## config.mk

```make
export PLATFORM = sky130hd
export DESIGN_NAME = json_string_unescape
export DESIGN_NICKNAME = d
export VERILOG_FILES = /design/src/rtl/jsu_pkg.sv /design/src/rtl/jsu_fifo.sv /design/src/rtl/jsu_front.sv /design/src/rtl/jsu_back.sv /design/src/rtl/json_string_unescape.sv
export SDC_FILE = /design/constraint.sdc
export NUM_CORES = 1
export LEC_CHECK = 0
export ABC_AREA = 1
export BUFFER_PORTS_ARGS = -buffer_cell sky130_fd_sc_hd__buf_4
export CAP_MARGIN = 25
export CORE_MARGIN = 5
export CORE_UTILIZATION = 45
export CTS_BUF_LIST = sky130_fd_sc_hd__clkbuf_4 sky130_fd_sc_hd__clkbuf_8 sky130_fd_sc_hd__clkbuf_16
export DETAILED_ROUTE_END_ITERATION = 16
export GPL_TIMING_DRIVEN = 0
export SYNTH_ARGS = -nofsm -noshare
export SYNTH_HDL_FRONTEND = slang
export SYNTH_SLANG_ARGS = --single-unit
```

## constraint.sdc

```tcl
create_clock -name clk_i -period 3.66 [get_ports clk_i]
set_input_delay 0.366 -clock clk_i [delete_from_list [all_inputs] [get_ports clk_i]]
set_output_delay 0.366 -clock clk_i [all_outputs]
set_load 0.03 [all_outputs]
```

## src/rtl/jsu_pkg.sv

```systemverilog
// Shared types and constants for the JSON string unescaper.
package jsu_pkg;

  localparam int FifoDepth = 4;

  // Error codes reported on the result stream
  localparam logic [2:0] ErrNone    = 3'd0;
  localparam logic [2:0] ErrCtrl    = 3'd1;
  localparam logic [2:0] ErrEscape  = 3'd2;
  localparam logic [2:0] ErrHex     = 3'd3;
  localparam logic [2:0] ErrNoQuote = 3'd4;

  typedef enum logic [1:0] {
    OpByte  = 2'd0,  // one literal byte
    OpUtf8  = 2'd1,  // code point to be encoded as UTF-8
    OpClose = 2'd2,  // closing quote
    OpError = 2'd3   // error report
  } op_kind_e;

  typedef struct packed {
    op_kind_e    kind;
    logic [15:0] data;
    logic [2:0]  err;
  } op_t;

endpackage

```

## src/rtl/jsu_fifo.sv

```systemverilog
// Short queue of decoded operations between front and back end.
module jsu_fifo #(
  parameter int Depth = jsu_pkg::FifoDepth
) (
  input  logic          clk_i,
  input  logic          rst_ni,
  input  logic          push_i,
  input  jsu_pkg::op_t  push_op_i,
  output logic          full_o,
  input  logic          pop_i,
  output jsu_pkg::op_t  head_op_o,
  output logic          empty_o
);
  import jsu_pkg::*;

  localparam int AW = (Depth > 1) ? $clog2(Depth) : 1;
  localparam int CW = $clog2(Depth + 1);

  op_t           mem_q [Depth];
  logic [AW-1:0] wr_ptr_q, wr_ptr_d;
  logic [AW-1:0] rd_ptr_q, rd_ptr_d;
  logic [CW-1:0] count_q, count_d;
  logic          do_push, do_pop;

  assign full_o    = (count_q == CW'(Depth));
  assign empty_o   = (count_q == '0);
  assign head_op_o = mem_q[rd_ptr_q];
  assign do_push   = push_i && !full_o;
  assign do_pop    = pop_i && !empty_o;

  always_comb begin
    wr_ptr_d = wr_ptr_q;
    rd_ptr_d = rd_ptr_q;
    count_d  = count_q;
    if (do_push) begin
      wr_ptr_d = (wr_ptr_q == AW'(Depth - 1)) ? '0 : wr_ptr_q + AW'(1);
    end
    if (do_pop) begin
      rd_ptr_d = (rd_ptr_q == AW'(Depth - 1)) ? '0 : rd_ptr_q + AW'(1);
    end
    if (do_push && !do_pop) begin
      count_d = count_q + CW'(1);
    end else if (do_pop && !do_push) begin
      count_d = count_q - CW'(1);
    end
  end

  always_ff @(posedge clk_i or negedge rst_ni) begin
    if (!rst_ni) begin
      wr_ptr_q <= '0;
      rd_ptr_q <= '0;
      count_q  <= '0;
    end else begin
      wr_ptr_q <= wr_ptr_d;
      rd_ptr_q <= rd_ptr_d;
      count_q  <= count_d;
    end
  end

  always_ff @(posedge clk_i) begin
    if (do_push) begin
      mem_q[wr_ptr_q] <= push_op_i;
    end
  end

endmodule

```

## src/rtl/jsu_front.sv

```systemverilog
// Front end: accepts raw bytes, tracks string/escape/hex mode, queues operations.
module jsu_front (
  input  logic          clk_i,
  input  logic          rst_ni,
  input  logic          in_valid_i,
  output logic          in_ready_o,
  input  logic [7:0]    in_byte_i,
  output logic          push_o,
  output jsu_pkg::op_t  push_op_o,
  input  logic          full_i
);
  import jsu_pkg::*;

  localparam logic [1:0] ModeWait = 2'd0;
  localparam logic [1:0] ModeStr  = 2'd1;
  localparam logic [1:0] ModeEsc  = 2'd2;
  localparam logic [1:0] ModeHex  = 2'd3;

  localparam logic [7:0] ChQuote = 8'h22;
  localparam logic [7:0] ChBslash = 8'h5c;
  localparam logic [7:0] ChSlash = 8'h2f;
  localparam logic [7:0] ChCtrlMax = 8'd31;

  // {invalid, value}
  function automatic logic [4:0] hex_nibble(input logic [7:0] c);
    logic [7:0] t;
    begin
      t = 8'h00;
      if (c >= 8'h30 && c <= 8'h39) begin
        t = c - 8'h30;
        return {1'b0, t[3:0]};
      end else if (c >= 8'h61 && c <= 8'h66) begin
        t = c - 8'h57;
        return {1'b0, t[3:0]};
      end else if (c >= 8'h41 && c <= 8'h46) begin
        t = c - 8'h37;
        return {1'b0, t[3:0]};
      end
      return 5'h10;
    end
  endfunction

  logic [1:0]  mode_q, mode_d;
  logic [11:0] hex_q, hex_d;
  logic [1:0]  hex_cnt_q, hex_cnt_d;
  logic        accept;
  logic [4:0]  nib;
  logic        push;
  op_t         op;

  assign in_ready_o = !full_i;
  assign accept     = in_valid_i && !full_i;
  assign nib        = hex_nibble(in_byte_i);

  always_comb begin
    mode_d    = mode_q;
    hex_d     = hex_q;
    hex_cnt_d = hex_cnt_q;
    push      = 1'b0;
    op.kind   = OpByte;
    op.data   = {8'h00, in_byte_i};
    op.err    = ErrNone;
    unique case (mode_q)
      ModeStr: begin
        if (in_byte_i <= ChCtrlMax) begin
          push    = 1'b1;
          op.kind = OpError;
          op.err  = ErrCtrl;
          mode_d  = ModeWait;
        end else if (in_byte_i == ChBslash) begin
          mode_d = ModeEsc;
        end else if (in_byte_i == ChQuote) begin
          push    = 1'b1;
          op.kind = OpClose;
          mode_d  = ModeWait;
        end else begin
          push = 1'b1;
        end
      end
      ModeEsc: begin
        mode_d = ModeStr;
        push   = 1'b1;
        if (in_byte_i <= ChCtrlMax) begin
          op.kind = OpError;
          op.err  = ErrCtrl;
          mode_d  = ModeWait;
        end else begin
          unique case (in_byte_i)
            ChQuote, ChBslash, ChSlash: op.data = {8'h00, in_byte_i};
            8'h62: op.data = 16'h0008;  // b
            8'h66: op.data = 16'h000c;  // f
            8'h6e: op.data = 16'h000a;  // n
            8'h72: op.data = 16'h000d;  // r
            8'h74: op.data = 16'h0009;  // t
            8'h75: begin                // u
              push      = 1'b0;
              mode_d    = ModeHex;
              hex_d     = '0;
              hex_cnt_d = '0;
            end
            default: begin
              op.kind = OpError;
              op.err  = ErrEscape;
              mode_d  = ModeWait;
            end
          endcase
        end
      end
      ModeHex: begin
        if (nib[4]) begin
          push      = 1'b1;
          op.kind   = OpError;
          op.err    = ErrHex;
          mode_d    = ModeWait;
          hex_d     = '0;
          hex_cnt_d = '0;
        end else if (hex_cnt_q != 2'd3) begin
          hex_d     = {hex_q[7:0], nib[3:0]};
          hex_cnt_d = hex_cnt_q + 2'd1;
        end else begin
          push      = 1'b1;
          op.kind   = OpUtf8;
          op.data   = {hex_q, nib[3:0]};
          mode_d    = ModeStr;
          hex_d     = '0;
          hex_cnt_d = '0;
        end
      end
      default: begin
        if (in_byte_i == ChQuote) begin
          mode_d    = ModeStr;
          hex_d     = '0;
          hex_cnt_d = '0;
        end else begin
          push    = 1'b1;
          op.kind = OpError;
          op.err  = ErrNoQuote;
          mode_d  = ModeWait;
        end
      end
    endcase
  end

  assign push_o    = accept && push;
  assign push_op_o = op;

  always_ff @(posedge clk_i or negedge rst_ni) begin
    if (!rst_ni) begin
      mode_q    <= ModeWait;
      hex_q     <= '0;
      hex_cnt_q <= '0;
    end else if (accept) begin
      mode_q    <= mode_d;
      hex_q     <= hex_d;
      hex_cnt_q <= hex_cnt_d;
    end
  end

endmodule

```

## src/rtl/jsu_back.sv

```systemverilog
// Back end: expands queued operations into result items, with output register.
module jsu_back (
  input  logic          clk_i,
  input  logic          rst_ni,
  input  jsu_pkg::op_t  head_op_i,
  input  logic          empty_i,
  output logic          pop_o,
  output logic          out_valid_o,
  input  logic          out_ready_i,
  output logic [7:0]    out_byte_o,
  output logic          byte_valid_o,
  output logic          last_o,
  output logic          closed_o,
  output logic [2:0]    err_o
);
  import jsu_pkg::*;

  logic [1:0] idx_q, idx_d;
  logic       valid_q;
  logic [7:0] byte_q, byte_d;
  logic       bvalid_q, bvalid_d;
  logic       last_q, last_d;
  logic       closed_q, closed_d;
  logic [2:0] err_q, err_d;
  logic       load;
  logic [1:0] n_last;  // index of the final result of a UTF-8 op
  logic [15:0] cp;

  assign cp   = head_op_i.data;
  assign load = !empty_i && (!valid_q || out_ready_i);

  always_comb begin
    if (cp[15:7] == '0) begin
      n_last = 2'd0;
    end else if (cp[15:11] == '0) begin
      n_last = 2'd1;
    end else begin
      n_last = 2'd2;
    end
  end

  always_comb begin
    byte_d   = 8'h00;
    bvalid_d = 1'b0;
    last_d   = 1'b1;
    closed_d = 1'b0;
    err_d    = ErrNone;
    unique case (head_op_i.kind)
      OpByte: begin
        byte_d   = cp[7:0];
        bvalid_d = 1'b1;
      end
      OpUtf8: begin
        bvalid_d = 1'b1;
        last_d   = (idx_q == n_last);
        if (idx_q == 2'd0) begin
          unique case (n_last)
            2'd0:    byte_d = cp[7:0];
            2'd1:    byte_d = {3'b110, cp[10:6]};
            default: byte_d = {4'b1110, cp[15:12]};
          endcase
        end else if (idx_q == 2'd1 && n_last == 2'd2) begin
          byte_d = {2'b10, cp[11:6]};
        end else begin
          byte_d = {2'b10, cp[5:0]};
        end
      end
      OpClose: closed_d = 1'b1;
      default: err_d = head_op_i.err;
    endcase
  end

  assign pop_o = load && last_d;
  assign idx_d = pop_o ? 2'd0 : idx_q + 2'd1;

  always_ff @(posedge clk_i or negedge rst_ni) begin
    if (!rst_ni) begin
      valid_q <= 1'b0;
      idx_q   <= '0;
    end else begin
      if (load) begin
        valid_q <= 1'b1;
        idx_q   <= idx_d;
      end else if (out_ready_i) begin
        valid_q <= 1'b0;
      end
    end
  end

  always_ff @(posedge clk_i) begin
    if (load) begin
      byte_q   <= byte_d;
      bvalid_q <= bvalid_d;
      last_q   <= last_d;
      closed_q <= closed_d;
      err_q    <= err_d;
    end
  end

  assign out_valid_o  = valid_q;
  assign out_byte_o   = byte_q;
  assign byte_valid_o = bvalid_q;
  assign last_o       = last_q;
  assign closed_o     = closed_q;
  assign err_o        = err_q;

endmodule

```

## src/rtl/json_string_unescape.sv

```systemverilog
// Top level of the streaming JSON string unescaper.
//
//  channel  dir  payload
//  s_axis   in   tdata[7:0] raw byte
//  m_axis   out  tdata[7:0] out byte, tlast last of run,
//                tuser[0] byte valid, [1] string closed, [4:2] error code
//
// One input byte is accepted per cycle while the operation queue has room.
// A \u escape that encodes to three UTF-8 bytes gives three result items from one
// queue entry; while the back end emits them, the queue absorbs input. Bytes that only
// advance the mode (opening quote, backslash, u, first three hex digits) give no item.
// Reset puts the decoder in the waiting state and empties queue and output.
module json_string_unescape #(
  parameter int FifoDepth = jsu_pkg::FifoDepth
) (
  input  logic       clk_i,
  input  logic       rst_ni,
  input  logic       s_axis_tvalid,
  output logic       s_axis_tready,
  input  logic [7:0] s_axis_tdata,   // [7:0] in_byte
  output logic       m_axis_tvalid,
  input  logic       m_axis_tready,
  output logic [7:0] m_axis_tdata,   // [7:0] out_byte
  output logic       m_axis_tlast,
  output logic [4:0] m_axis_tuser    // [0] byte_valid, [1] string_closed, [4:2] error_code
);
  import jsu_pkg::*;

  logic push, full, pop, empty;
  op_t  push_op, head_op;
  logic bvalid, closed;
  logic [2:0] err;

  jsu_front u_front (
    .clk_i      (clk_i),
    .rst_ni     (rst_ni),
    .in_valid_i (s_axis_tvalid),
    .in_ready_o (s_axis_tready),
    .in_byte_i  (s_axis_tdata),
    .push_o     (push),
    .push_op_o  (push_op),
    .full_i     (full)
  );

  jsu_fifo #(
    .Depth (FifoDepth)
  ) u_fifo (
    .clk_i     (clk_i),
    .rst_ni    (rst_ni),
    .push_i    (push),
    .push_op_i (push_op),
    .full_o    (full),
    .pop_i     (pop),
    .head_op_o (head_op),
    .empty_o   (empty)
  );

  jsu_back u_back (
    .clk_i        (clk_i),
    .rst_ni       (rst_ni),
    .head_op_i    (head_op),
    .empty_i      (empty),
    .pop_o        (pop),
    .out_valid_o  (m_axis_tvalid),
    .out_ready_i  (m_axis_tready),
    .out_byte_o   (m_axis_tdata),
    .byte_valid_o (bvalid),
    .last_o       (m_axis_tlast),
    .closed_o     (closed),
    .err_o        (err)
  );

  assign m_axis_tuser = {err, closed, bvalid};

endmodule
```

==> flow_summary.json <==
{
  "fillers": 1218,
  "syn_avg_cell_area_um2": 9.818,
  "cts-buffers-inserted": 17,
  "multiInputGateArea_um2": 2163,
  "wl_um": 13750,
  "synth_compound_gate_area_share": 0.1000,
  "synth_xor_area_frac": 0.005691,
  "synth_fa_ha_area_frac": 0.03780,
  "final_common_cell": "nand2_1",
  "fp-row-count": 42,
  "ys_types": 39,
  "cts_tree": "yes",
  "core_um2": 13350,
  "cts_sinks": 124,
  "cts_root_buf": "clkbuf_16",
  "area_growth_pct": 17.80,
  "slew_headroom": 0.4440,
  "dpl.cell_count": 834,
  "fmax_mhz": 335.4,
  "hold_class": "primary input to flop",
  "post_cts_buffers": 0,
  "layout_common_cells": "nand2_1, edfxtp_1, inv_1",
  "clk_pin_slew_ns": 0.05,
  "rsz0062_at_grt": "no",
  "finalCriticalPeriod_ns": 2.982,
  "ir_worst_vdd_mv": 0.3888,
  "syn-cell-area_um2": 6156,
  "grt_pass1_wl_um": 23080,
  "overflow": 0,
  "layout-drive-gt1-share": 0.1635,
  "drtIter0Drc": 361,
  "worstSetupPathType": "flop to flop",
  "dp_hpwl_um": 9975,
  "min_period_over_period": 0.8147,
  "gp_congestion": 0.8957,
  "synth_mux_area_frac": 0,
  "die_area_um2": 16120,
  "startpoint_type": "flop",
  "finalHoldViolations": 0,
  "yosysSeqAreaShare": 0.5837,
  "slowest_delay_ns": 0.38,
  "regArea_um2": 3593,
  "clkLatencyLatePin_ns": 0.41,
  "synth_top_area_frac": 0.4780,
  "reg2reg_depth": 15,
  "yosys_warnings": 0,
  "die_height_um": 127.0,
  "drc": 0,
  "vias": 4527,
  "end_kind": "flop",
  "syn_inst": 627,
  "setup_violations": 0,
  "ios": 28,
  "drv_slew": 0,
  "grt_max_degree": 27,
  "initial_utilization": 0.4612,
  "synthesis.nets": 657,
  "die_w_um": 127.0,
  "maxCapViolCount": 0,
  "viasPerCell": 5.221,
  "required_ns": 3.95,
  "total_power_mw": 6.283,
  "yosys.area_share.simple": 0.2063,
  "cts_resized": 0,
  "crit_fanout": 10,
  "crit_chain": "buf_4, inv_2, buf_6, a21oi_1, a32oi_1, nand2_1, inv_2, nand2_4, nand2_4, ha_1, inv_1, fa_1, a21oi_1, o21ai_0, xnor2_1",
  "synth_top_family_by_area": "simple AND/OR/NAND/NOR gates",
  "synth_area_leaders": "edfxtp_1, dfrtp_1, nand2_1, inv_1, ha_1",
  "status": "finished clean",
  "h-tree-depth": 4,
  "dr.pass1.iters": 7,
  "crit_slowest_cell": "dfrtp_1",
  "grt_pass1_vias": 4497,
  "instances_no_fill": 867,
  "final_nets": 708,
  "p_per_area_nw_per_um2": 866.3,
  "portBuffers": 27,
  "ant_nets": 0,
  "ys_ff_latch": 124,
  "netlist.top_cell.by_area": "edfxtp_1",
  "p_leak_nw": 3.057,
  "clockBufferDepth": 2,
  "worstPathArrival_ns": 3.27,
  "holdPathStages": 2,
  "route.detailed.wl_per_inst_um": 15.85,
  "antenna_found_initial": 0,
  "worst_clock_skew_ns": 0.007598,
  "n_antenna_cell": 0,
  "grt.total_usage": 0.1845,
  "tightest_slew_ns": 0.8331
}
path summary, 6_finish.rpt:
| check | from | end | slack [ns] |
|---|---|---|---|
| max | u_fifo.rd_ptr_q[1] | u_fifo.count_q[2] | 0.68 |
| min | m_axis_tready | u_back.out_valid_o | 0.15 |
| min in group asynchronous | rst_ni | u_back.idx_q[1] | 0.44 |
| max reg2reg | u_fifo.rd_ptr_q[1] | u_fifo.count_q[2] | 0.68 |
| max in group asynchronous | rst_ni | u_front.hex_q[0] | 2.92 |
| min reg2reg | u_front.hex_cnt_q[1] | u_front.hex_cnt_q[1] | 0.50 |
repair_timing:
item                       in CTS  in global routing
hold endpoints to repair       26                  0
setup endpoints to repair       0                  0
hold buffers                    1                  0
state kept, by name, summed over array words and instances, names as in the netlist:
name / count
u_back.byte_valid_o: 1
u_back.closed_o: 1
u_back.err_o: 3
u_back.idx_q: 2
u_back.last_o: 1
u_back.out_byte_o: 8
u_back.out_valid_o: 1
u_fifo.count_q: 3
u_fifo.mem_q: 84
u_fifo.rd_ptr_q: 2
u_fifo.wr_ptr_q: 2
u_front.hex_cnt_q: 2
u_front.hex_q: 12
u_front.mode_q: 2
metrics by stage:
step                setup TNS (ns)  hold WS (ns)  setup slack [ns]    util  instance area, um^2
floorplan                        0       0.07041            0.8285       -                 6156
global placement            -33.52        0.3284           -0.4490  0.4929                 6579
detailed placement               0        0.3306            0.3320  0.4991                 6661
CTS                              0        0.1371            0.6738  0.5433                 7252
global route                     0        0.1457            0.4308  0.5433                 7252
finish                           0        0.1514            0.6783  0.5433                 7252
cell families (layout without fill, tap and decap cells):
| kind of cell | after synthesis | count (layout) |
|---|---|---|
| DFF | 124 | 124 |
| AOI/OAI and AO/OA | 101 | 101 |
| adders and majority gates | 18 | 18 |
| xor gates and xnor gates | 4 | 4 |
| and+or+nand+nor | 287 | 287 |
| buffers and inverters | 93 | 157 |
report_power, final:
group / switching [mW] / leakage (nW) / internal, mW
logic: 1.70 / 1.50 / 0.812
registers: 0.109 / 1.27 / 2.02
clock network: 0.555 / 0.292 / 1.08
total: 2.37 / 3.06 / 3.92
area by class of cell:
class,count,area share
well taps,176,0.03037
inverters,74,0.03865
multi-input cells,410,0.2983
plain buffers,19,0.01777
clock buffers,21,0.06280
repair buffers,32,0.03934
clock inverters,11,0.01725
flip-flops and latches,124,0.4955
critical path: cells and delay by family, from the launching register on:
family                     cells  cell delay, ns
AOI/OAI and AO/OA              4            0.57
xor gates and xnor gates       1            0.14
DFF                            1            0.38
buffers and inverters          5            0.80
adders and majority gates      2            0.54
and+or+nand+nor                3            0.41
synthesized netlist by cell type:
cell type,instances
buf_2,7
edfxtp_1,98
inv_4,1
o21ai_0,30
ha_1,17
inv_1,65
fa_1,1
xor2_1,2
or2_1,1
a31oi_1,2
or2_4,1
o211ai_1,5
nor2_8,1
nand4_1,9
nor2_1,43
buf_4,5
nand3b_1,1
clkbuf_1,3
nand3_2,3
nor3_1,15
buf_6,4
nand2_1,156
o22ai_2,5
nand2_2,7
dfrtp_1,26
nand2_4,3
a21oi_2,1
nand3_1,42
a21oi_1,25
a32o_1,4
a32oi_1,2
xnor2_1,2
inv_2,8
or2_0,1
nor2_2,2
o22ai_1,13
o21ai_1,10
or2_2,2
a22oi_1,4
per-layer routing:
| metal | up-vias | global-route usage | wire [um] |
|---|---|---|---|
| li1 | 2249 | - | - |
| met1 | 2157 | 0.2398 | 6088 |
| met2 | 103 | 0.3001 | 6656 |
| met3 | 18 | 0.04372 | 706 |
| met4 | 0 | 0.07192 | 294 |
| met5 | - | 0 | 0 |
(Power assumes the default switching activity.)
